<file path="src/sv/disc_image_track_entry_decoder_defines.svh">
// Assertion macros for the disc image track entry decoder.
`ifndef DISC_IMAGE_TRACK_ENTRY_DECODER_DEFINES_SVH
`define DISC_IMAGE_TRACK_ENTRY_DECODER_DEFINES_SVH
`ifndef SYNTHESIS
`define DITD_ASSERT_IMP(label, clk, rst, ante, cons, msg) \
   label: assert property (@(posedge clk) disable iff (rst) (ante) |-> (cons)) else $error(msg);
`define DITD_ASSERT_NXT(label, clk, rst, ante, cons, msg) \
   label: assert property (@(posedge clk) disable iff (rst) (ante) |=> (cons)) else $error(msg);
`else
`define DITD_ASSERT_IMP(label, clk, rst, ante, cons, msg)
`define DITD_ASSERT_NXT(label, clk, rst, ante, cons, msg)
`endif
`endif

</file>
<file path="src/sv/ditd_pkg.sv">
// Types, codes and mode table shared by the track entry decoder files.
package ditd_pkg;

   localparam logic [1:0] STATUS_OK   = 2'd0;
   localparam logic [1:0] STATUS_SKIP = 2'd1;
   localparam logic [1:0] STATUS_ERR  = 2'd2;

   localparam logic [1:0] KIND_M1    = 2'd0;
   localparam logic [1:0] KIND_M2    = 2'd1;
   localparam logic [1:0] KIND_AUDIO = 2'd2;

   localparam logic [31:0] MODE_M1_2048   = 32'h00;
   localparam logic [31:0] MODE_M2_2048   = 32'h02;
   localparam logic [31:0] MODE_M2_2336_A = 32'h03;
   localparam logic [31:0] MODE_M2_2336_B = 32'h06;
   localparam logic [31:0] MODE_M2_2336_C = 32'h20;
   localparam logic [31:0] MODE_M1_2352   = 32'h05;
   localparam logic [31:0] MODE_AUDIO     = 32'h07;

   localparam logic [15:0] SIZE_2048 = 16'd2048;
   localparam logic [15:0] SIZE_2336 = 16'd2336;
   localparam logic [15:0] SIZE_2352 = 16'd2352;
   localparam logic [15:0] SIZE_2448 = 16'd2448;

   localparam logic [4:0] OFF_NONE = 5'd0;
   localparam logic [4:0] OFF_8    = 5'd8;
   localparam logic [4:0] OFF_16   = 5'd16;
   localparam logic [4:0] OFF_24   = 5'd24;

   localparam logic [63:0] GAP_SECTORS = 64'd150;
   localparam logic [31:0] GAP_PER_ENTRY = 32'd150;

   typedef enum logic [2:0] {
      ST_IDLE,
      ST_DECODE,
      ST_DIV_LSN,
      ST_REBASE,
      ST_DIV_COUNT,
      ST_EMIT
   } state_type;

   typedef struct packed {
      logic        known;
      logic [1:0]  kind;
      logic [15:0] size;
      logic [4:0]  off;
   } mode_info_type;

   typedef struct packed {
      logic        start;
      logic [63:0] dividend;
      logic [15:0] divisor;
   } div_req_type;

   typedef struct packed {
      logic        done;
      logic [63:0] quotient;
   } div_rsp_type;

   function automatic mode_info_type map_mode(input logic [31:0] code);
      mode_info_type m;
      m = '{known: 1'b1, kind: KIND_M1, size: SIZE_2048, off: OFF_NONE};
      unique case (code) inside
         MODE_M1_2048: m = '{known: 1'b1, kind: KIND_M1, size: SIZE_2048, off: OFF_NONE};
         MODE_M2_2048: m = '{known: 1'b1, kind: KIND_M2, size: SIZE_2048, off: OFF_NONE};
         MODE_M2_2336_A, MODE_M2_2336_B, MODE_M2_2336_C:
            m = '{known: 1'b1, kind: KIND_M2, size: SIZE_2336, off: OFF_8};
         MODE_M1_2352: m = '{known: 1'b1, kind: KIND_M1, size: SIZE_2352, off: OFF_16};
         MODE_AUDIO:   m = '{known: 1'b1, kind: KIND_AUDIO, size: SIZE_2352, off: OFF_NONE};
         default:      m = '{known: 1'b0, kind: KIND_M1, size: '0, off: OFF_NONE};
      endcase
      return m;
   endfunction

   function automatic logic [4:0] size_offset(input logic [15:0] size, input logic [1:0] kind);
      logic [4:0] off;
      off = OFF_NONE;
      case (size) inside
         SIZE_2336: off = OFF_8;
         SIZE_2352, SIZE_2448: begin
            if (kind == KIND_M2) begin
               off = OFF_24;
            end else if (kind == KIND_M1) begin
               off = OFF_16;
            end else begin
               off = OFF_NONE;
            end
         end
         default: off = OFF_NONE;
      endcase
      return off;
   endfunction

endpackage

</file>
<file path="src/sv/ditd_divider.sv">
// Radix-2 restoring divider, 64-bit dividend by 16-bit divisor, one bit per cycle.
module ditd_divider
   import ditd_pkg::*;
(
   input  logic        clock,
   input  logic        reset,
   input  div_req_type div_req,
   output div_rsp_type div_rsp
);

   logic        busy_ff, busy_in;
   logic        done_ff, done_in;
   logic [5:0]  cnt_ff, cnt_in;
   logic [15:0] rem_ff, rem_in;
   logic [63:0] quot_ff, quot_in;
   logic [15:0] divisor_ff, divisor_in;
   logic [16:0] trial;
   logic [16:0] diff;

   assign trial = {rem_ff, quot_ff[63]};
   assign diff  = trial - {1'b0, divisor_ff};

   always_comb begin
      busy_in    = busy_ff;
      done_in    = 1'b0;
      cnt_in     = cnt_ff;
      rem_in     = rem_ff;
      quot_in    = quot_ff;
      divisor_in = divisor_ff;
      if (div_req.start) begin
         busy_in    = 1'b1;
         cnt_in     = '0;
         rem_in     = '0;
         quot_in    = div_req.dividend;
         divisor_in = div_req.divisor;
      end else if (busy_ff) begin
         if (trial >= {1'b0, divisor_ff}) begin
            rem_in  = diff[15:0];
            quot_in = {quot_ff[62:0], 1'b1};
         end else begin
            rem_in  = trial[15:0];
            quot_in = {quot_ff[62:0], 1'b0};
         end
         cnt_in = cnt_ff + 6'd1;
         if (cnt_ff == '1) begin
            busy_in = 1'b0;
            done_in = 1'b1;
         end
      end
   end

   always_ff @(posedge clock) begin
      if (reset) begin
         busy_ff <= 1'b0;
         done_ff <= 1'b0;
         cnt_ff  <= '0;
      end else begin
         busy_ff <= busy_in;
         done_ff <= done_in;
         cnt_ff  <= cnt_in;
      end
      rem_ff     <= rem_in;
      quot_ff    <= quot_in;
      divisor_ff <= divisor_in;
   end

   assign div_rsp.done     = done_ff;
   assign div_rsp.quotient = quot_ff;

endmodule

</file>
<file path="src/sv/disc_image_track_entry_decoder.sv">
// Top level of the disc image track entry decoder.
//
// Takes one track entry per req_ transaction and gives one result per rsp_
// transaction: a track record, a skip status or an unsupported-mode error.
// Both channels use valid/ready; req_ready is high only while the sequencer
// is idle, so one entry is in work at a time.
// An error or an early skip goes straight from decode to the result; the
// other entries wait on the shared bit-serial divider, which works out one
// quotient at a time: a disc-at-once entry needs two quotients (start
// address and sector count), a track-at-once entry one, and a disc-at-once
// entry skipped for a negative address stops after the first.
// The result sits in an output register, so the next entry is taken while
// a finished result waits; a stalled receiver holds the sequencer only
// when a second result is ready to be written.
// Synchronous reset clears the sequencer, the output valid and the chunk
// rebase state; entry number 0 clears the rebase state as well.
`include "disc_image_track_entry_decoder_defines.svh"
module disc_image_track_entry_decoder
   import ditd_pkg::*;
(
   input  logic        clock,
   input  logic        reset,
   input  logic        req_valid,
   output logic        req_ready,
   input  logic        req_layout_kind,
   input  logic [6:0]  req_entry_number,
   input  logic [31:0] req_mode_code,
   input  logic [15:0] req_recorded_sector_size,
   input  logic [63:0] req_first_offset,
   input  logic [63:0] req_second_value,
   input  logic [31:0] req_recorded_lsn,
   output logic        rsp_valid,
   input  logic        rsp_ready,
   output logic [1:0]  rsp_status,
   output logic [31:0] rsp_start_sector,
   output logic [31:0] rsp_sector_count,
   output logic [15:0] rsp_sector_bytes,
   output logic [4:0]  rsp_payload_offset,
   output logic [1:0]  rsp_track_kind,
   output logic [63:0] rsp_source_offset
);

   state_type   state_ff, state_in;
   logic        layout_ff, layout_in;
   logic [6:0]  entry_ff, entry_in;
   logic [31:0] code_ff, code_in;
   logic [15:0] rec_size_ff, rec_size_in;
   logic [63:0] first_ff, first_in;
   logic [63:0] second_ff, second_in;
   logic [31:0] rec_lsn_ff, rec_lsn_in;
   logic [15:0] size_ff, size_in;
   logic [4:0]  off_ff, off_in;
   logic [1:0]  kind_ff, kind_in;
   logic [1:0]  status_ff, status_in;
   logic [31:0] start_ff, start_in;
   logic [31:0] count_ff, count_in;
   logic [63:0] lsn_ff, lsn_in;
   logic [63:0] rebase_amount_ff, rebase_amount_in;
   logic        rebase_valid_ff, rebase_valid_in;
   logic        rsp_valid_ff, rsp_valid_in;
   logic [1:0]  rsp_status_ff;
   logic [31:0] rsp_start_ff;
   logic [31:0] rsp_count_ff;
   logic [15:0] rsp_bytes_ff;
   logic [4:0]  rsp_off_ff;
   logic [1:0]  rsp_kind_ff;
   logic [63:0] rsp_source_ff;

   mode_info_type mode;
   logic [15:0]   eff_size;
   logic [4:0]    eff_off;
   logic [1:0]    dec_status;
   logic          dec_pass;
   logic [31:0]   tao_start;
   logic [63:0]   rebased;
   logic          rebase_neg;
   logic          rsp_load;
   div_req_type   div_req;
   div_rsp_type   div_rsp;

   ditd_divider u_divider (
      .clock   (clock),
      .reset   (reset),
      .div_req (div_req),
      .div_rsp (div_rsp)
   );

   // entry decode
   always_comb begin
      mode     = map_mode(code_ff);
      eff_size = mode.size;
      eff_off  = mode.off;
      if (!layout_ff && (rec_size_ff != '0)) begin
         eff_size = rec_size_ff;
         eff_off  = size_offset(rec_size_ff, mode.kind);
      end
      if (!mode.known) begin
         dec_status = STATUS_ERR;
      end else if (!layout_ff && (second_ff <= first_ff)) begin
         dec_status = STATUS_SKIP;
      end else if (layout_ff && (second_ff == '0)) begin
         dec_status = STATUS_SKIP;
      end else begin
         dec_status = STATUS_OK;
      end
      dec_pass  = (dec_status == STATUS_OK);
      tao_start = rec_lsn_ff + ({25'd0, entry_ff} * GAP_PER_ENTRY);
      rebased    = lsn_ff + rebase_amount_ff;
      rebase_neg = rebase_valid_ff && rebased[63];
   end

   // next state
   always_comb begin
      state_in = state_ff;
      unique case (state_ff)
         ST_IDLE: begin
            if (req_valid) begin
               state_in = ST_DECODE;
            end
         end
         ST_DECODE: begin
            if (!dec_pass) begin
               state_in = ST_EMIT;
            end else if (layout_ff) begin
               state_in = ST_DIV_COUNT;
            end else begin
               state_in = ST_DIV_LSN;
            end
         end
         ST_DIV_LSN: begin
            if (div_rsp.done) begin
               state_in = ST_REBASE;
            end
         end
         ST_REBASE: begin
            state_in = rebase_neg ? ST_EMIT : ST_DIV_COUNT;
         end
         ST_DIV_COUNT: begin
            if (div_rsp.done) begin
               state_in = ST_EMIT;
            end
         end
         ST_EMIT: begin
            if (!rsp_valid_ff || rsp_ready) begin
               state_in = ST_IDLE;
            end
         end
         default: state_in = ST_IDLE;
      endcase
   end

   // outputs
   always_comb begin
      req_ready        = 1'b0;
      rsp_load         = 1'b0;
      div_req.start    = 1'b0;
      div_req.dividend = second_ff - first_ff;
      div_req.divisor  = size_ff;
      unique case (state_ff)
         ST_IDLE: req_ready = 1'b1;
         ST_DECODE: begin
            div_req.start    = dec_pass;
            div_req.dividend = layout_ff ? second_ff : first_ff;
            div_req.divisor  = eff_size;
         end
         ST_REBASE: div_req.start = !rebase_neg;
         ST_EMIT:   rsp_load = !rsp_valid_ff || rsp_ready;
         default: begin
            req_ready = 1'b0;
         end
      endcase
   end

   // datapath
   always_comb begin
      layout_in        = layout_ff;
      entry_in         = entry_ff;
      code_in          = code_ff;
      rec_size_in      = rec_size_ff;
      first_in         = first_ff;
      second_in        = second_ff;
      rec_lsn_in       = rec_lsn_ff;
      size_in          = size_ff;
      off_in           = off_ff;
      kind_in          = kind_ff;
      status_in        = status_ff;
      start_in         = start_ff;
      count_in         = count_ff;
      lsn_in           = lsn_ff;
      rebase_amount_in = rebase_amount_ff;
      rebase_valid_in  = rebase_valid_ff;
      unique case (state_ff)
         ST_IDLE: begin
            if (req_valid) begin
               layout_in   = req_layout_kind;
               entry_in    = req_entry_number;
               code_in     = req_mode_code;
               rec_size_in = req_recorded_sector_size;
               first_in    = req_first_offset;
               second_in   = req_second_value;
               rec_lsn_in  = req_recorded_lsn;
            end
         end
         ST_DECODE: begin
            if (entry_ff == '0) begin
               rebase_valid_in  = 1'b0;
               rebase_amount_in = '0;
            end
            size_in   = eff_size;
            off_in    = eff_off;
            kind_in   = mode.kind;
            status_in = dec_status;
            start_in  = tao_start;
         end
         ST_DIV_LSN: begin
            if (div_rsp.done) begin
               lsn_in = div_rsp.quotient - GAP_SECTORS;
            end
         end
         ST_REBASE: begin
            if (!rebase_valid_ff) begin
               rebase_amount_in = '0 - lsn_ff;
               rebase_valid_in  = 1'b1;
               start_in         = '0;
            end else if (rebased[63]) begin
               status_in = STATUS_SKIP;
            end else begin
               start_in = rebased[31:0];
            end
         end
         ST_DIV_COUNT: begin
            if (div_rsp.done) begin
               count_in = div_rsp.quotient[31:0];
            end
         end
         ST_EMIT: begin
            status_in = status_ff;
         end
         default: begin
            status_in = status_ff;
         end
      endcase
   end

   always_comb begin
      rsp_valid_in = rsp_valid_ff;
      if (rsp_load) begin
         rsp_valid_in = 1'b1;
      end else if (rsp_ready) begin
         rsp_valid_in = 1'b0;
      end
   end

   always_ff @(posedge clock) begin
      if (reset) begin
         state_ff         <= ST_IDLE;
         rsp_valid_ff     <= 1'b0;
         rebase_valid_ff  <= 1'b0;
         rebase_amount_ff <= '0;
      end else begin
         state_ff         <= state_in;
         rsp_valid_ff     <= rsp_valid_in;
         rebase_valid_ff  <= rebase_valid_in;
         rebase_amount_ff <= rebase_amount_in;
      end
      layout_ff   <= layout_in;
      entry_ff    <= entry_in;
      code_ff     <= code_in;
      rec_size_ff <= rec_size_in;
      first_ff    <= first_in;
      second_ff   <= second_in;
      rec_lsn_ff  <= rec_lsn_in;
      size_ff     <= size_in;
      off_ff      <= off_in;
      kind_ff     <= kind_in;
      status_ff   <= status_in;
      start_ff    <= start_in;
      count_ff    <= count_in;
      lsn_ff      <= lsn_in;
   end

   // load result register; zero every data field of a skip or error
   always_ff @(posedge clock) begin
      if (rsp_load) begin
         rsp_status_ff <= status_ff;
         if (status_ff == STATUS_OK) begin
            rsp_start_ff  <= start_ff;
            rsp_count_ff  <= count_ff;
            rsp_bytes_ff  <= size_ff;
            rsp_off_ff    <= off_ff;
            rsp_kind_ff   <= kind_ff;
            rsp_source_ff <= first_ff;
         end else begin
            rsp_start_ff  <= '0;
            rsp_count_ff  <= '0;
            rsp_bytes_ff  <= '0;
            rsp_off_ff    <= '0;
            rsp_kind_ff   <= '0;
            rsp_source_ff <= '0;
         end
      end
   end

   assign rsp_valid          = rsp_valid_ff;
   assign rsp_status         = rsp_status_ff;
   assign rsp_start_sector   = rsp_start_ff;
   assign rsp_sector_count   = rsp_count_ff;
   assign rsp_sector_bytes   = rsp_bytes_ff;
   assign rsp_payload_offset = rsp_off_ff;
   assign rsp_track_kind     = rsp_kind_ff;
   assign rsp_source_offset  = rsp_source_ff;

   `DITD_ASSERT_IMP(a_div_done_waited, clock, reset, div_rsp.done,
      (state_ff == ST_DIV_LSN) || (state_ff == ST_DIV_COUNT), "divider done outside a wait state")
   `DITD_ASSERT_NXT(a_accept_decodes, clock, reset, req_valid && req_ready,
      state_ff == ST_DECODE, "accepted transaction not decoded")
   `DITD_ASSERT_IMP(a_skip_zeroed, clock, reset, rsp_valid_ff && (rsp_status_ff != STATUS_OK),
      (rsp_start_ff == '0) && (rsp_count_ff == '0) && (rsp_source_ff == '0),
      "skip or error result carries data")
   `DITD_ASSERT_NXT(a_emit_holds, clock, reset,
      (state_ff == ST_EMIT) && rsp_valid_ff && !rsp_ready,
      state_ff == ST_EMIT, "result dropped while output register busy")

endmodule

</file>
<file path="config.mk">
export PLATFORM = sky130hd
export DESIGN_NAME = disc_image_track_entry_decoder
export DESIGN_NICKNAME = d
export VERILOG_FILES = /design/src/sv/ditd_pkg.sv /design/src/sv/ditd_divider.sv /design/src/sv/disc_image_track_entry_decoder.sv
export VERILOG_INCLUDE_DIRS = /design/src /design/src/sv
export SDC_FILE = /design/constraint.sdc
export NUM_CORES = 1
export LEC_CHECK = 0
export BUFFER_PORTS_ARGS = -buffer_cell sky130_fd_sc_hd__buf_2
export CAP_MARGIN = 20
export CORE_UTILIZATION = 35
export CTS_CLUSTER_SIZE = 16
export DETAILED_ROUTE_END_ITERATION = 7
export GPL_TIMING_DRIVEN = 0
export PLACE_DENSITY = 0.52
export SLEW_MARGIN = 5
export SYNTH_ARGS = -nofsm -noshare
export SYNTH_HDL_FRONTEND = slang
export SYNTH_SLANG_ARGS = --single-unit
</file>
<file path="constraint.sdc">
create_clock -name clock -period 10 [get_ports clock]
set_clock_uncertainty 0.15 [all_clocks]
set_input_delay 0.5 -clock clock [delete_from_list [all_inputs] [get_ports clock]]
set_output_delay 0.5 -clock clock [all_outputs]
set_load 0.03 [all_outputs]
</file>
[Word-level counts from Yosys, hierarchy flattened]
Index checks and enable logic that the tools add are counted.
Storage, ports and cells
  register bits: 695
  bits in latches: 0
  RAM bits: 0
  memory bits (read-only): 0
  input port bits: 220
  output and inout port bits: 155
  logic and storage cells: 142
  memories kept: 0
Operators by class
  add/sub/neg operators: 7
  $mul: 1
  divide/modulo/power cells: 0
  $lt $le $gt $ge: 2
  equal/unequal tests: 25
  shift operators: 0
  multiplexer cells: 44
  bitwise logic cells: 1
  reductions and logical operators: 31
Operators by type and width (number)
  two-way mux 64 bit: 5
  case mux 64 bit (2 select lines): 1
  case mux 24 bit (5 select lines): 1
  equality test 32 x 3 -> 1 bit, second input constant: 3
  two-way mux 80 bit: 1
  adder 64 bit: 1
  equality test 32 x 2 -> 1 bit, second input constant: 2
  less-or-equal comparator 64 bit: 1
  zero test 64 bit: 1
  two-way mux 32 bit: 2
  case mux 32 bit (2 select lines): 1
  subtractor 1 x 64 -> 64 bit, first input constant: 1
  subtractor 64 bit: 1
  subtractor 64 x 8 -> 64 bit, second input constant: 1
  equality test 16 x 12 -> 1 bit, second input constant: 3
  adder 32 x 15 -> 32 bit: 1
  equality test 32 x 6 -> 1 bit, second input constant: 1
  zero test 32 bit: 1
  two-way mux 16 bit: 2
  two-way mux 5 bit: 5
  two-way mux 3 bit: 6
  case mux 3 bit (6 select lines): 1
  >= comparator 17 x 16 -> 1 bit: 1
  nonzero test 16 bit: 1
  other kinds (28): 67

[Depth between registers and ports, before layout]
Gate-level depths: netlist (run 1).
  depth in word-level cells: 9
  gate-level depth with buffers: 23
  depth with buffers taken out: 23

[Cells and area by module]
From an unflattened synthesis (run 1), not the netlist that was laid out.
Unflattened totals
  cell total of the unflattened synthesis: 3235
  area, all modules: 36592.6 sq um
By module, submodules not included
  disc_image_track_entry_decoder: instances 1, cells an instance 2820, area an instance 31392.6 sq um, sequential area each 16876.2 sq um
  ditd_divider: instances 1, cells an instance 415, area an instance 5200.0 sq um, sequential area each 2882.8 sq um

[Least setup slack after synthesis (run 1)]
OpenSTA, ideal clock, no wires.
  kind: reg2reg
  start: reg state_ff[0]
  end: reg rsp_off_ff[3], in the netlist rsp_payload_offset[3] (enable)
  data arrival time: 6.926 ns
  setup slack: 2.262 ns
  cell stages (with the launch flop): 4
  clock period less this slack: 7.738 ns
  cells stage by stage: dfxtp_1 clkbuf_1 nand3b_1 nor2_1
Between the ends
  word-level cells in the longest chain between the ends: 2
RTL lines
  start: declaration: line disc_image_track_entry_decoder.sv:43  | state_type state_ff, state_in;
  start signal: assignment: line disc_image_track_entry_decoder.sv:261  | state_ff <= state_in;
  equality test 3 bit: line disc_image_track_entry_decoder.sv:159  | unique case (state_ff)
  two-way mux 1 bit: line disc_image_track_entry_decoder.sv:159
  net rsp_load: line disc_image_track_entry_decoder.sv:77  | logic rsp_load;
  end signal: assignment: line disc_image_track_entry_decoder.sv:290  | rsp_off_ff <= off_ff;
  end signal: assignment: line disc_image_track_entry_decoder.sv:297  | rsp_off_ff <= '0;
  end: declaration: line disc_image_track_entry_decoder.sv:65  | logic [4:0] rsp_off_ff;
The timed path passes the listed nets, and every way through them passes these cells.
A chain may end at the register's enable or synchronous reset.

[Final worst setup path (run 1)]
  start: reg lsn_ff[4]
  end: reg u_divider.quot_ff[0] (data pin)
Between the ends
  word-level cells in the longest chain between the ends: 5
RTL lines
  start: declaration: line disc_image_track_entry_decoder.sv:57  | logic [63:0] lsn_ff, lsn_in;
  start signal: assignment: line disc_image_track_entry_decoder.sv:279  | lsn_ff <= lsn_in;
  adder 64 bit: line disc_image_track_entry_decoder.sv:108  | rebased = lsn_ff + rebase_amount_ff;
  logical AND 1 bit: line disc_image_track_entry_decoder.sv:109  | rebase_neg = rebase_valid_ff && rebased[63];
  zero test 1 bit: line disc_image_track_entry_decoder.sv:166  | ST_REBASE: div_req.start = !rebase_neg;
  case mux 1 bit (2 select lines): line disc_image_track_entry_decoder.sv:159
  two-way mux 64 bit: line ditd_divider.sv:30  | if (div_req.start) begin
  net u_divider.quot_in[0]: line ditd_divider.sv:15  | logic [63:0] quot_ff, quot_in;
  end signal: assignment: line ditd_divider.sv:63  | quot_ff <= quot_in;
  end: declaration: line ditd_divider.sv:15
The timed path passes the listed nets, and every way through them passes these cells.

==> flow_summary.json, run 1 <==
{
  "path_clk_slew_ns": 0.06,
  "finalCritPeriodShare": 0.5746,
  "synth_edf_count": 596,
  "ys_seq_area_frac": 0.5471,
  "grt_pass1_wl_um": 163100,
  "p_seq_frac": 0.433,
  "n_fill_cell": 9612,
  "layout.nets": 4378,
  "synth.most_common_cell": "edfxtp_1",
  "slew_headroom": 0.2369,
  "status": "completed",
  "wire_per_inst_um": 20.15,
  "synth_area_mm2": 0.03612,
  "hpwl_um": 82970,
  "hp-class": "in -> reg",
  "pin_count": 375,
  "worst_setup_path_start_kind": "flip-flop",
  "p_int_w": 0.005624,
  "synth_area_leader_cell": "edfxtp_1",
  "synth_common_cells": "edfxtp_1, a21oi_1, nand2_1",
  "worstPathArrival_ns": 6.10,
  "antenna_found_initial": 1,
  "end_kind": "flip-flop",
  "gp_congestion": 0.8832,
  "combinationalPowerShare": 0.186,
  "synth-main-ff-cell": "edfxtp_1",
  "drive_gt1_frac": 0.1409,
  "hold_slack_ns": 0.06699,
  "yosys_warnings": 0,
  "std_cell_rows": 117,
  "via_count": 27330,
  "drt-initial-drc-count": 1707,
  "synth_cell_types": 83,
  "reg2reg_slack_ns": 4.25,
  "vias_per_cell": 5.074,
  "cap_violations": 0,
  "p_per_area_mw_per_mm2": 173.5,
  "p_sw_w": 0.002169,
  "final_cell_area_mm2": 0.04492,
  "post_cts_resized": 0,
  "netlist_instances": 3261,
  "drv_slew": 0,
  "timing_hold_violations_final": 0,
  "root_buffer": "clkbuf_16",
  "worstPathRequired_ns": 10.35,
  "final_core_util": 0.4402,
  "drtPass1Iterations": 5,
  "port_buffers": 370,
  "worstMarginPinSlew_ns": 1.138,
  "core_area_mm2": 0.1020,
  "avgSynthCellArea_um2": 11.08,
  "dieWidth_um": 323.2,
  "cts-buffers-inserted": 82,
  "start_util": 0.3540,
  "grt_max_degree": 65,
  "die_area_mm2": 0.1045,
  "routed_wl_um": 108500,
  "area_growth_pct": 24.37,
  "min_period_ns": 5.746,
  "cts_tree": "done",
  "crit_fanout": 10,
  "peakVddDrop_uv": 125.2,
  "fmax_mhz": 174.0,
  "p_clk_frac": 0.382,
  "clk_latency_ns": 0.67,
  "clockBufferDepth": 3,
  "p_leak_nw": 17.10,
  "rsz0062_at_grt": "false",
  "setup_violations": 0,
  "placed_area_mm2": 0.04009,
  "grt.overflow.total": 0,
  "synth_top_area_share": 0.4955,
  "ctsHtreeMaxLevel": 3,
  "cts_sinks": 689,
  "finalSetupTns_ns": 0,
  "async_flop_share": 0,
  "grt_pass1_vias": 26710,
  "drc": 0,
  "dieHeight_um": 323.2,
  "ys_ff_latch": 689,
  "ant_nets": 0,
  "criticalPathCategory": "reg -> reg",
  "synth_area_leaders": "edfxtp_1, ha_1, dfxtp_1",
  "switching_share": 0.2783,
  "grt_usage": 0.2048
}
worst max-delay path, cell delays in order (launching register included):
cell and delay (ns):
edfxtp_1 0.46, ha_1 0.40, a2111o_1 0.39, a21oi_1 0.21, o21ai_1 0.16, a41o_1 0.34, a221oi_1 0.43, a21oi_1 0.17
o31ai_2 0.95, a21boi_1 0.52, buf_2 0.35, buf_1 0.58, nand2_1 0.31, o21ai_0 0.15
metrics by stage:
stage          worst slack [ns]  power [W]  std cells
3_5_place_dp              4.085   0.004792       5020
2_1_floorplan             2.262   0.004381       3263
5_1_grt                   3.819   0.008127       5385
3_3_place_gp             -2.291   0.004811       5001
6_report                  4.254   0.007793       5386
4_1_cts                   4.073   0.007858       5385
sequential cells by signal, summed over array words and instances, names as in the netlist, 3 cells and up:
name                  count
first_ff                 64
lsn_ff                   64
rebase_amount_ff         64
rsp_source_offset        64
second_ff                64
u_divider.quot_ff        64
code_ff                  32
count_ff                 32
rec_lsn_ff               32
rsp_sector_count         32
rsp_start_sector         32
start_ff                 32
rec_size_ff              16
rsp_sector_bytes         16
size_ff                  16
u_divider.divisor_ff     16
u_divider.rem_ff         16
entry_ff                  7
u_divider.cnt_ff          6
state_ff                  3
placed cells by master, fill, tap and decap left out, types with 17 or more instances in the layout:
cell	synthesis	final
ha_1	197	197
o211ai_1	47	47
nand3_1	46	46
xor2_1	118	118
and3_1	17	17
edfxtp_1	596	596
dfxtp_1	93	93
or4_1	17	17
xnor2_1	125	125
inv_1	135	135
a21o_1	67	67
o21bai_1	18	18
buf_2	2	373
a21oi_1	241	240
or3_1	41	41
nand4_1	37	37
nor2b_1	26	26
clkbuf_16	0	82
nand2b_1	32	31
mux2i_1	34	34
a22o_1	30	30
mux2_2	17	17
o21ai_0	183	183
nor2_1	220	218
a31oi_1	18	18
o22ai_1	25	25
nor4_1	50	50
dlygate4sd3_1	0	216
nor3_1	158	158
and2_1	110	109
a211oi_1	17	17
clkbuf_1	120	136
nand2_1	227	227
a22oi_1	30	30
kinds of logic after synthesis:
group | Yosys count | share of synthesized area
flip-flops | 689 | 0.5471
XOR/XNOR | 243 | 0.05893
buffers and inverters | 275 | 0.02938
AND/OR/NAND/NOR | 1025 | 0.1430
AO/OA/AOI/OAI | 771 | 0.1335
adder cells (fa/ha/maj) | 206 | 0.07323
multiplexers | 51 | 0.01472
other | 1 | 0.0001038
area by class of cell:
| cell class | count | area, µm² | share of cell area |
|---|---|---|---|
| Sequential cell | 689 | 19760 | 0.4399 |
| Multi-Input combinational cell | 2299 | 15350 | 0.3416 |
| Timing Repair Buffer | 605 | 4370 | 0.09730 |
| Clock buffer | 105 | 2178 | 0.04849 |
| Tap cell | 1368 | 1712 | 0.03810 |
| Buffer | 139 | 555.5 | 0.01237 |
| Inverter | 136 | 510.5 | 0.01136 |
| Clock inverter | 44 | 485.5 | 0.01081 |
| Antenna cell | 1 | 2.502 | 0.00005571 |
final timing paths:
| path | from | end | cells after the start |
|---|---|---|---|
| hold / removal | rsp_ready | rsp_valid | 3 |
| setup / recovery | lsn_ff[4] | u_divider.quot_ff[0] | 13 |
| setup reg to reg | lsn_ff[4] | u_divider.quot_ff[0] | 13 |
| hold reg to reg | rebase_amount_ff[39] | rebase_amount_ff[39] | 1 |
power by group through the flow:
stage                     sequential (W)  combinational [W]  clock [W]
final                            0.00337            0.00145    0.00297
after global routing             0.00339            0.00160    0.00314
after floorplan                  0.00346           0.000921          0
after CTS                        0.00337            0.00144    0.00304
after detailed placement         0.00343            0.00136          0
after global placement           0.00347            0.00134          0
timing repair:
| item | 4_1_cts | 5_1_grt |
|---|---|---|
| hold buffers | 216 | 0 |
| hold endpoints to repair | 216 | 0 |
| buffers inserted | 0 | 0 |
per-layer routing:
layer | vias up | GRT usage | part of all wire
li1 | 13510 | - | -
met1 | 13010 | 0.2893 | 0.47
met2 | 655 | 0.3252 | 0.45
met3 | 154 | 0.02930 | 0.044
met4 | 2 | 0.05845 | 0.027
met5 | - | 0 | 0.00012
No activity file was read; power rests on OpenSTA's default activity.
==> inputs of run 2 (changes only) <==
- PLACE_DENSITY: 0.52 -> 0.54
- clock period: 10 -> 5.2 ns (I/O delays scaled with it)
==> flow_summary.json, run 2 (synthesis gave the netlist of run 1 again) <==
{
  "crit_fanout": 3,
  "final_core_util": 0.4420,
  "r2r_start": "entry_ff[3]",
  "fmax_mhz": 194.7,
  "setup_violations": 0,
  "cts_tree": "done",
  "reg2reg_slack_ns": 0.06,
  "rsz0062_at_grt": "true",
  "slew_headroom": 0.2866,
  "worst_setup_path_start_kind": "flip-flop",
  "wire_per_inst_um": 20.14,
  "ctsHtreeMaxLevel": 3,
  "ant_nets": 0,
  "drtPass1Iterations": 5,
  "cts_sinks": 689,
  "start_util": 0.3540,
  "hold_slack_ns": 0.1739,
  "path_clk_slew_ns": 0.06,
  "instances_no_fill": 5398,
  "hp-start": "req_first_offset[37]",
  "timing_hold_violations_final": 0,
  "grt_usage": 0.2045,
  "register_area_mm2": 0.01976,
  "grt_pass1_wl_um": 162400,
  "worstPathRequired_ns": 5.39,
  "area_growth_pct": 24.88,
  "port_buffers": 370,
  "finalCritPeriodShare": 0.9877,
  "antenna_found_initial": 1,
  "final_cell_mix": "edfxtp_1, buf_2, a21oi_1",
  "p_per_area_mw_per_mm2": 330.1,
  "multi_input_area_mm2": 0.01551,
  "total_power_w": 0.01489,
  "final_common_cell": "edfxtp_1",
  "clockBufferDepth": 3,
  "grt.overflow.total": 0,
  "min_period_ns": 5.136,
  "root_buffer": "clkbuf_16",
  "p_leak_nw": 17.19,
  "core_area_mm2": 0.1020,
  "pin_count": 375,
  "drv_slew": 0,
  "worstPathArrival_ns": 5.32,
  "dieWidth_um": 323.2,
  "drt-initial-drc-count": 2043,
  "clk_latency_ns": 0.64,
  "layout.nets": 4393,
  "critPathLaunch": "entry_ff[3]",
  "worstMarginPinSlew_ns": 1.070,
  "end_kind": "flip-flop",
  "drive_gt1_frac": 0.1512,
  "drc": 0,
  "cap_violations": 0,
  "routed_wl_um": 108700,
  "hpwl_um": 82320,
  "hp-class": "in -> reg",
  "grt_pass1_vias": 26840,
  "peakVddDrop_uv": 269.9,
  "dieHeight_um": 323.2,
  "status": "completed",
  "std_cell_rows": 117,
  "gp_congestion": 0.8922,
  "n_fill_cell": 9616,
  "die_area_mm2": 0.1045,
  "vias_per_cell": 5.110,
  "via_count": 27590,
  "cts-buffers-inserted": 80,
  "place_inst": 5018,
  "criticalPathCategory": "reg -> reg",
  "grt_max_degree": 61
}
## run 2: cell count changes in the layout (fill, tap and decap cells not counted), sizes merged
| cell | previous run | this run |
|---|---|---|
| inv | 140 | 145 |
| dlygate4sd3 | 216 | 219 |
| clkbuf | 225 | 221 |
| nand2b | 32 | 34 |
| bufinv | 8 | 5 |
| clkinv | 29 | 27 |
| buf | 408 | 419 |
## run 2: repair_timing
action                                 in CTS  in global routing
pin swaps                                  12                 24
setup endpoints to repair                 175                128
gates cloned                                1                  1
endpoints found under the hold margin     228                  0
setup buffers                              11                  2
gates resized for setup                    19                 24
hold buffers                              219                  0
## run 2: final timing paths
path / to / cells past startpoint
max: start_ff[23] / 23
min: first_ff[37] / 2
max reg2reg: start_ff[23] / 23
min reg2reg: count_ff[8] / 0
## run 2: layout make-up
| type | instances | share of cell area |
|---|---|---|
| tap | 1368 | 0.03795 |
| inverter | 136 | 0.01132 |
| clock inverter | 44 | 0.008711 |
| sequential | 689 | 0.4381 |
| antenna | 1 | 0.00005548 |
| clock buffer | 100 | 0.04699 |
| multi-input combinational | 2301 | 0.3440 |
| buffer | 139 | 0.01254 |
| timing repair buffer | 620 | 0.1004 |
## run 2: per-stage QoR
step           setup TNS [ns]  setup WS [ns]  instance area [µm²]
2_1_floorplan               0        0.07597                36140
3_3_place_gp          -315.69         -1.236                39700
3_5_place_dp           -65.07        -0.6984                40120
4_1_cts              -0.02024       -0.02024                45000
5_1_grt                -1.986        -0.1953                45100
6_report                    0        0.06404                45100
## run 2: layer usage
metal / vias to the layer above / GRT usage / wire [µm]
met5: - / 0 / 0
met4: 0 / 0.06919 / 3338
met3: 158 / 0.02968 / 5277
met2: 714 / 0.3240 / 49460
met1: 13180 / 0.2852 / 50640
li1: 13530 / - / -
## run 2: critical path, cell delays in order, from the launching register on
cell	delay, ns
edfxtp_1	0.42
ha_1	0.31
ha_1	0.29
ha_1	0.27
inv_1	0.04
fa_1	0.49
inv_2	0.05
ha_4	0.21
and2_4	0.14
o21ai_2	0.12
nand2b_1	0.10
a21oi_2	0.16
o21bai_2	0.11
xor2_2	0.19
ha_1	0.30
or3_1	0.33
o21ai_2	0.07
a21oi_2	0.06
a21o_1	0.22
a21oi_4	0.20
nor2_1	0.13
nand3_1	0.13
xor2_1	0.20
o32ai_1	0.12
## run 2: where the power goes
part | switching (W) | leakage, nW | internal [W] | total [W]
logic | 0.00174 | 9.68 | 0.00119 | 0.00293
clock network | 0.00231 | 1.23 | 0.00316 | 0.00547
registers | 0.000145 | 6.28 | 0.00634 | 0.00649
